===== src/hw/rtl/tcpq_pkg.sv =====
// Types, constants and helper functions of the three-class priority queue.
`default_nettype none
package tcpq_pkg;

  localparam int unsigned QueueDepth = 16;
  localparam int unsigned CntW       = $clog2(QueueDepth + 1);

  localparam logic [1:0] FuncEnq   = 2'd0;
  localparam logic [1:0] FuncDeq   = 2'd1;
  localparam logic [1:0] FuncClr   = 2'd2;
  localparam logic [1:0] FuncQuery = 2'd3;

  localparam logic [7:0] TypeD = 8'h44;
  localparam logic [7:0] TypeU = 8'h55;

  localparam logic [1:0] ClassD     = 2'd3;
  localparam logic [1:0] ClassU     = 2'd2;
  localparam logic [1:0] ClassOther = 2'd1;

  typedef struct packed {
    logic [1:0]  func;
    logic [7:0]  type_code;
    logic [15:0] arrival_time;
    logic [15:0] item_tag;
  } in_beat_t;

  typedef struct packed {
    logic        item_valid;
    logic [15:0] out_tag;
    logic [15:0] out_arrival;
    logic [1:0]  out_class;
    logic [4:0]  entry_count;
    logic        is_empty;
    logic [15:0] head_tag;
    logic [15:0] tail_tag;
    logic        dropped;
  } out_beat_t;

  // One stored entry of the queue.
  typedef struct packed {
    logic        valid;
    logic [1:0]  cls;
    logic [15:0] arrival;
    logic [15:0] tag;
  } entry_t;

  // Operation broadcast to every cell in the chain.
  typedef struct packed {
    logic        enq;
    logic        deq;
    logic        clr;
    logic [1:0]  cls;
    logic [15:0] arrival;
    logic [15:0] tag;
  } cell_op_t;

  function automatic logic [1:0] class_of(input logic [7:0] code);
    logic [1:0] c;
    c = ClassOther;
    if (code == TypeD) begin
      c = ClassD;
    end else if (code == TypeU) begin
      c = ClassU;
    end
    return c;
  endfunction

endpackage
`default_nettype wire


===== src/hw/rtl/three_class_priority_queue_core.sv =====
// Top level of the three-class priority queue: a chain of sorted cells.
// Usage:
//   The input channel carries one operation per beat: enqueue, dequeue,
//   clear or query. Every accepted beat yields exactly one result beat on
//   the output channel, holding the removed entry (dequeue only), the
//   count, the empty flag, the front and rear tags and the drop flag.
//   The result is registered and appears on the cycle after the input
//   beat is accepted. Throughput is one operation per cycle unless the
//   receiver stalls, set by the cell chain: every cell compares with the
//   new entry in parallel and shifts by one place in the same cycle.
//   The input is ready whenever the output register is empty or its beat
//   is taken in the same cycle; while the receiver stalls, the result is
//   held and no further operation is accepted.
//   Reset empties the queue (all cells invalid, count zero) and drops any
//   pending result beat. There is no clearing pass.
`default_nettype none
module three_class_priority_queue_core (
  input  wire logic               clk_i,
  input  wire logic               rst_ni,
  input  wire logic               in_valid_i,
  output logic                    in_ready_o,
  input  wire tcpq_pkg::in_beat_t  in_data_i,
  output logic                    out_valid_o,
  input  wire logic               out_ready_i,
  output tcpq_pkg::out_beat_t      out_data_o
);

  localparam int unsigned Depth = tcpq_pkg::QueueDepth;
  localparam int unsigned CntW  = tcpq_pkg::CntW;

  tcpq_pkg::entry_t   cell_q    [Depth];
  tcpq_pkg::entry_t   cell_next [Depth];
  tcpq_pkg::entry_t   left_ent  [Depth];
  tcpq_pkg::entry_t   right_ent [Depth];
  logic [Depth-1:0]   keep;
  logic [Depth-1:0]   left_keep;
  logic [Depth-1:0]   valid_vec;
  tcpq_pkg::cell_op_t op;

  logic [CntW-1:0]    count_q, count_d;
  logic [15:0]        tail_q, tail_d;
  logic               out_valid_q;
  tcpq_pkg::out_beat_t out_q, out_d;
  logic               fire, full, empty, ins_at_tail;
  logic [CntW+4:0]    count_ext;

  assign in_ready_o = !out_valid_q || out_ready_i;
  assign fire       = in_valid_i && in_ready_o;
  assign full       = (count_q == CntW'(Depth));
  assign empty      = (count_q == '0);

  // Broadcast operation; refused enqueues and empty dequeues change nothing.
  always_comb begin
    op.enq     = fire && (in_data_i.func == tcpq_pkg::FuncEnq) && !full;
    op.deq     = fire && (in_data_i.func == tcpq_pkg::FuncDeq) && !empty;
    op.clr     = fire && (in_data_i.func == tcpq_pkg::FuncClr);
    op.cls     = tcpq_pkg::class_of(in_data_i.type_code);
    op.arrival = in_data_i.arrival_time;
    op.tag     = in_data_i.item_tag;
  end

  // Neighbour wiring of the chain; the ends see an empty neighbour.
  for (genvar i = 0; i < Depth; i++) begin : g_cell
    if (i == 0) begin : g_first
      assign left_keep[i] = 1'b1;
      assign left_ent[i]  = '0;
    end else begin : g_mid
      assign left_keep[i] = keep[i-1];
      assign left_ent[i]  = cell_q[i-1];
    end
    if (i == Depth - 1) begin : g_last
      assign right_ent[i] = '0;
    end else begin : g_inner
      assign right_ent[i] = cell_q[i+1];
    end
    assign valid_vec[i] = cell_q[i].valid;

    tcpq_cell u_cell (
      .clk_i        (clk_i),
      .rst_ni       (rst_ni),
      .op_i         (op),
      .left_keep_i  (left_keep[i]),
      .left_entry_i (left_ent[i]),
      .right_entry_i(right_ent[i]),
      .entry_o      (cell_q[i]),
      .entry_next_o (cell_next[i]),
      .keep_o       (keep[i])
    );
  end

  // The new entry lands at the rear when every held entry stays in place.
  assign ins_at_tail = ~|(valid_vec & ~keep);

  // Count and rear tag bookkeeping.
  always_comb begin
    count_d = count_q;
    tail_d  = tail_q;
    if (op.clr) begin
      count_d = '0;
      tail_d  = '0;
    end else if (op.enq) begin
      count_d = count_q + CntW'(1);
      if (ins_at_tail) begin
        tail_d = op.tag;
      end
    end else if (op.deq) begin
      count_d = count_q - CntW'(1);
      if (count_q == CntW'(1)) begin
        tail_d = '0;
      end
    end
  end

  assign count_ext = {5'b0, count_d};

  // Result beat: the removed entry from the front before the operation, the rest from the state after it.
  always_comb begin
    out_d             = '0;
    out_d.item_valid  = op.deq;
    if (op.deq) begin
      out_d.out_tag     = cell_q[0].tag;
      out_d.out_arrival = cell_q[0].arrival;
      out_d.out_class   = cell_q[0].cls;
    end
    out_d.entry_count = count_ext[4:0];
    out_d.is_empty    = (count_d == '0);
    out_d.head_tag    = cell_next[0].valid ? cell_next[0].tag : 16'd0;
    out_d.tail_tag    = tail_d;
    out_d.dropped     = fire && (in_data_i.func == tcpq_pkg::FuncEnq) && full;
  end

  always_ff @(posedge clk_i or negedge rst_ni) begin
    if (!rst_ni) begin
      count_q     <= '0;
      tail_q      <= '0;
      out_valid_q <= 1'b0;
    end else begin
      count_q <= count_d;
      tail_q  <= tail_d;
      if (fire) begin
        out_valid_q <= 1'b1;
      end else if (out_ready_i) begin
        out_valid_q <= 1'b0;
      end
    end
  end

  always_ff @(posedge clk_i) begin
    if (fire) begin
      out_q <= out_d;
    end
  end

  assign out_valid_o = out_valid_q;
  assign out_data_o  = out_q;

endmodule
`default_nettype wire


===== src/hw/rtl/tcpq_cell.sv =====
// One cell of the sorted shift-register chain.
`default_nettype none
module tcpq_cell (
  input  wire logic              clk_i,
  input  wire logic              rst_ni,
  input  wire tcpq_pkg::cell_op_t op_i,
  input  wire logic              left_keep_i,
  input  wire tcpq_pkg::entry_t  left_entry_i,
  input  wire tcpq_pkg::entry_t  right_entry_i,
  output tcpq_pkg::entry_t       entry_o,
  output tcpq_pkg::entry_t       entry_next_o,
  output logic                   keep_o
);

  tcpq_pkg::entry_t entry_q, entry_d;
  logic             valid_q;
  logic [1:0]       cls_q;
  logic [15:0]      arrival_q, tag_q;

  // Held entry, gathered from its valid bit and its payload registers.
  assign entry_q = '{valid: valid_q, cls: cls_q, arrival: arrival_q, tag: tag_q};

  // The held entry stays put on an insert when it ranks ahead of the new one.
  assign keep_o = entry_q.valid &&
                  ((entry_q.cls > op_i.cls) ||
                   ((entry_q.cls == op_i.cls) && (entry_q.arrival <= op_i.arrival)));

  // Next entry: keep, take the new entry, shift towards the rear or the front.
  always_comb begin
    entry_d = entry_q;
    if (op_i.clr) begin
      entry_d.valid = 1'b0;
    end else if (op_i.deq) begin
      entry_d = right_entry_i;
    end else if (op_i.enq && !keep_o) begin
      if (left_keep_i) begin
        entry_d.valid   = 1'b1;
        entry_d.cls     = op_i.cls;
        entry_d.arrival = op_i.arrival;
        entry_d.tag     = op_i.tag;
      end else begin
        entry_d = left_entry_i;
      end
    end
  end

  always_ff @(posedge clk_i or negedge rst_ni) begin
    if (!rst_ni) begin
      valid_q <= 1'b0;
    end else begin
      valid_q <= entry_d.valid;
    end
  end

  // Payload needs no reset: it is only read behind the valid bit.
  always_ff @(posedge clk_i) begin
    cls_q     <= entry_d.cls;
    arrival_q <= entry_d.arrival;
    tag_q     <= entry_d.tag;
  end

  assign entry_o      = entry_q;
  assign entry_next_o = entry_d;

endmodule
`default_nettype wire


===== config.mk =====
export PLATFORM = sky130hd
export DESIGN_NAME = three_class_priority_queue_core
export DESIGN_NICKNAME = d
export VERILOG_FILES = /design/src/hw/rtl/tcpq_pkg.sv /design/src/hw/rtl/three_class_priority_queue_core.sv /design/src/hw/rtl/tcpq_cell.sv
export SDC_FILE = /design/constraint.sdc
export NUM_CORES = 2
export LEC_CHECK = 0
export BUFFER_PORTS_ARGS = -buffer_cell sky130_fd_sc_hd__buf_4
export CAP_MARGIN = 20
export CORE_ASPECT_RATIO = 2
export CORE_MARGIN = 2
export CORE_UTILIZATION = 57
export DETAILED_ROUTE_END_ITERATION = 8
export GPL_TIMING_DRIVEN = 1
export PLACE_DENSITY = 0.79
export SETUP_SLACK_MARGIN = 0.02
export SLEW_MARGIN = 20
export SYNTH_ARGS = -nofsm -noshare
export SYNTH_HDL_FRONTEND = slang
export SYNTH_SLANG_ARGS = --single-unit
export TNS_END_PERCENT = 1

===== constraint.sdc =====
create_clock -name clk_i -period 5.9 [get_ports clk_i]
set_clock_uncertainty 0.15 [all_clocks]
set_input_delay 1.18 -clock clk_i [delete_from_list [all_inputs] [get_ports clk_i]]
set_output_delay 1.18 -clock clk_i [all_outputs]
set_load 0.01 [all_outputs]

==> impl_metrics.py <==
metrics = {
    "synth": {
        "synthFlopType": "edfxtp_1",
        "syn-num-nets": 3932,
        "seq_area_frac_synth_pct": 50.9,
        "synthArstFlopShare_pct": 5.79,
        "syn_area_per_cell_sq_um": 10.6,
        "synth_area_sq_um": 38000,
        "yosysUniqueCellTypes": 61,
        "yosysWarnings": 0,
        "synthCells": 3595,
        "synth_edf_count": 602,
        "synth-seq-cells": 656,
    },
    "sta": {
        "worst_pin_slew_ns": 1.10,
        "layout_setup_ws_ns": 0.775,
        "setup_viol": 0,
        "finalHoldWorstSlack_ns": 0.343,
        "hold_violations": 0,
        "fmax_mhz": 195,
        "rsz0062_at_grt": "no",
        "fin_crit_sh_pct": 86.9,
        "min_period_ns": 5.12,
        "maxSlewViolCount": 0,
        "slew_headroom_pct": 26.4,
    },
    "outcome": {
        "status": "finished, final reports clean",
    },
    "detailed_routing": {
        "vias": 27900,
        "ant_nets": 0,
        "top_layer": "met4",
        "post_drt_wl_per_cell_um": 20.7,
        "route.met2.wl_um": 48400,
        "drt-met1-wl_um": 35500,
        "wl_met3_um": 3660,
        "drtIter0Drc": 2396,
        "detail_route.first_pass.iterations": 5,
        "drc": 0,
        "routed_via_density": 6.13,
        "routed_wl_um": 94100,
    },
    "pwr": {
        "ir_drop_mv": 0.332,
        "power_density_nw_per_um2": 354,
        "p_leak_nw": 15.7,
        "fin_total_pwr_mw": 14.9,
    },
    "finish": {
        "antenna_cells": 0,
        "layout_commonest_cell": "edfxtp_1",
        "area_growth_syn_to_layout_pct": 10.7,
        "utilization_pct": 63.8,
        "fin_nets": 3960,
        "fin_area_sq_um": 42100,
        "drive_gt1_share_pct": 9.73,
        "fillers": 5233,
        "final_cell_mix": "edfxtp_1, nand2_1, o21ai_0",
    },
    "clocking": {
        "ctsHtreeMaxLevel": 2,
        "cts-resized-gates": 0,
        "clockBufferDepth": 3,
        "cts_tree": "done",
        "numCtsBuffers": 56,
        "cts_root_buf": "clkbuf_16",
        "clkLatencyLatePin_ns": 0.65,
        "cts.sinks": 656,
        "clk_pin_slew_ns": 0.07,
        "post_cts_buffers": 0,
        "cts_hold_buf": 0,
    },
    "worst_setup_path": {
        "crit_path_end_kind": "register",
        "cp_max_fo": 31,
        "worstPathArrival_ns": 5.45,
        "setup.worst_path.start_class": "input port",
        "critical_path_class": "in -> reg",
        "crit_required_ns": 6.23,
    },
    "floorplanning": {
        "io_pins": 122,
        "core_sq_um": 65900,
        "start_util_pct": 57.7,
        "die_y_um": 369,
        "rows": 133,
        "die_x_um": 187,
        "dieArea_sq_um": 68900,
    },
    "grt": {
        "gr-total-overflow": 0,
        "antenna_found_initial": 0,
        "grt_pass1_vias": 28200,
        "grt_pass1_wl_um": 151000,
        "grt.total_usage_pct": 27.2,
        "grt_max_degree": 192,
    },
    "job": {
        "drv_cap": 0,
    },
    "place": {
        "place_hpwl_um": 68700,
        "pre_cts_ws_ns": 0.248,
        "gp_congestion": 0.864,
        "io_buffers": 121,
        "placed_cell_area_sq_um": 40200,
    },
    "min_path": {
        "hold_path.class": "reg -> reg",
    },
}
area by class of cell:
cell class | instances | area [sq um] | area share (%)
multi-input combinational | 2624 | 17700 | 42.1
clock buffer | 70 | 1490 | 3.55
sequential | 656 | 19300 | 46.0
tap | 877 | 1100 | 2.61
clock inverter | 35 | 353 | 0.839
inverter | 60 | 234 | 0.556
timing repair buffer | 225 | 1840 | 4.37
cells in the mapped netlist (8+ instances only):
cell	n	area share, %
edfxtp_1	602	48
nand2_1	577	5.7
o21ai_0	523	6.9
mux2i_1	428	11
ha_1	291	9.6
a21oi_1	214	2.8
clkbuf_1	207	2.0
nor2_1	171	1.7
inv_1	60	0.59
nand4_1	58	0.95
and2_1	50	0.82
dfrtp_1	38	2.5
a21o_1	36	0.71
a22o_1	32	0.74
o211ai_1	26	0.51
buf_1	24	0.24
nand2b_1	24	0.40
buf_2	23	0.30
nor2b_1	22	0.36
a31oi_1	20	0.33
nand3_1	19	0.25
a211oi_1	18	0.36
dfxtp_1	16	0.84
or4_1	15	0.30
a2111o_1	8	0.24
stage by stage:
step | std cells | TNS (ns)
6_report | 4547 | 0
4_1_cts | 4547 | 0
2_1_floorplan | 3595 | -97.45
3_3_place_gp | 4439 | 0
5_1_grt | 4547 | 0
3_5_place_dp | 4442 | 0
power by group:
part           total, mW  switching, mW  internal, mW
logic               4.36           2.53          1.82
clock network       3.83           1.80          2.03
registers           6.69          0.487          6.21
cells by family (layout without fill, tap and decap cells):
family	count (synthesis)	count (layout)	synth area share, %
simple gates	969	969	11.1
buf+inv	315	390	3.21
flops	656	656	50.9
fa+ha+maj	291	291	9.58
xor+xnor	4	4	0.0922
compound gates	932	932	13.8
mux	428	428	11.3
per-layer routing:
metal  global-route usage [%]  up-vias
li1                         -    13300
met1                     31.1    13500
met2                     48.9      839
met3                     2.36      265
met4                     17.3        0
met5                        0        -
critical path, stage by stage:
cell	delay, ns
buf_4	0.10
or4b_2	0.66
nor3b_1	0.32
nand3_1	0.18
buf_4	0.29
ha_1	0.35
nand2b_1	0.10
a21oi_1	0.12
a211oi_1	0.27
a41oi_1	0.42
a32oi_1	0.33
nand4_1	0.27
nor4_4	0.20
buf_4	0.34
mux2i_1	0.28
flip-flops by register name, indices dropped and copies added (netlist names):
register and count:
count_q 5, tail_q 16, g_cell.u_cell.arrival_q 256, g_cell.u_cell.tag_q 256, g_cell.u_cell.valid_q 16, out_valid_o 1
g_cell.u_cell.cls_q 32, out_data_o 74
final timing paths:
kind | cells past startpoint | to | slack [ns] | startpoint
max | 15 | out_data_o[12] | 0.78 | in_data_i[33]
min | 1 | g_cell[0].u_cell.tag_q[13] | 0.34 | g_cell[0].u_cell.tag_q[13]
max reg2reg | 8 | g_cell[6].u_cell.tag_q[10] | 1.66 | g_cell[5].u_cell.arrival_q[11]
min reg2reg | 1 | g_cell[0].u_cell.tag_q[13] | 0.34 | g_cell[0].u_cell.tag_q[13]
max in group asynchronous | 1 | g_cell[9].u_cell.valid_q | 4.83 | rst_ni
min in group asynchronous | 1 | tail_q[1] | 0.37 | rst_ni
(Power assumes the default switching activity.)
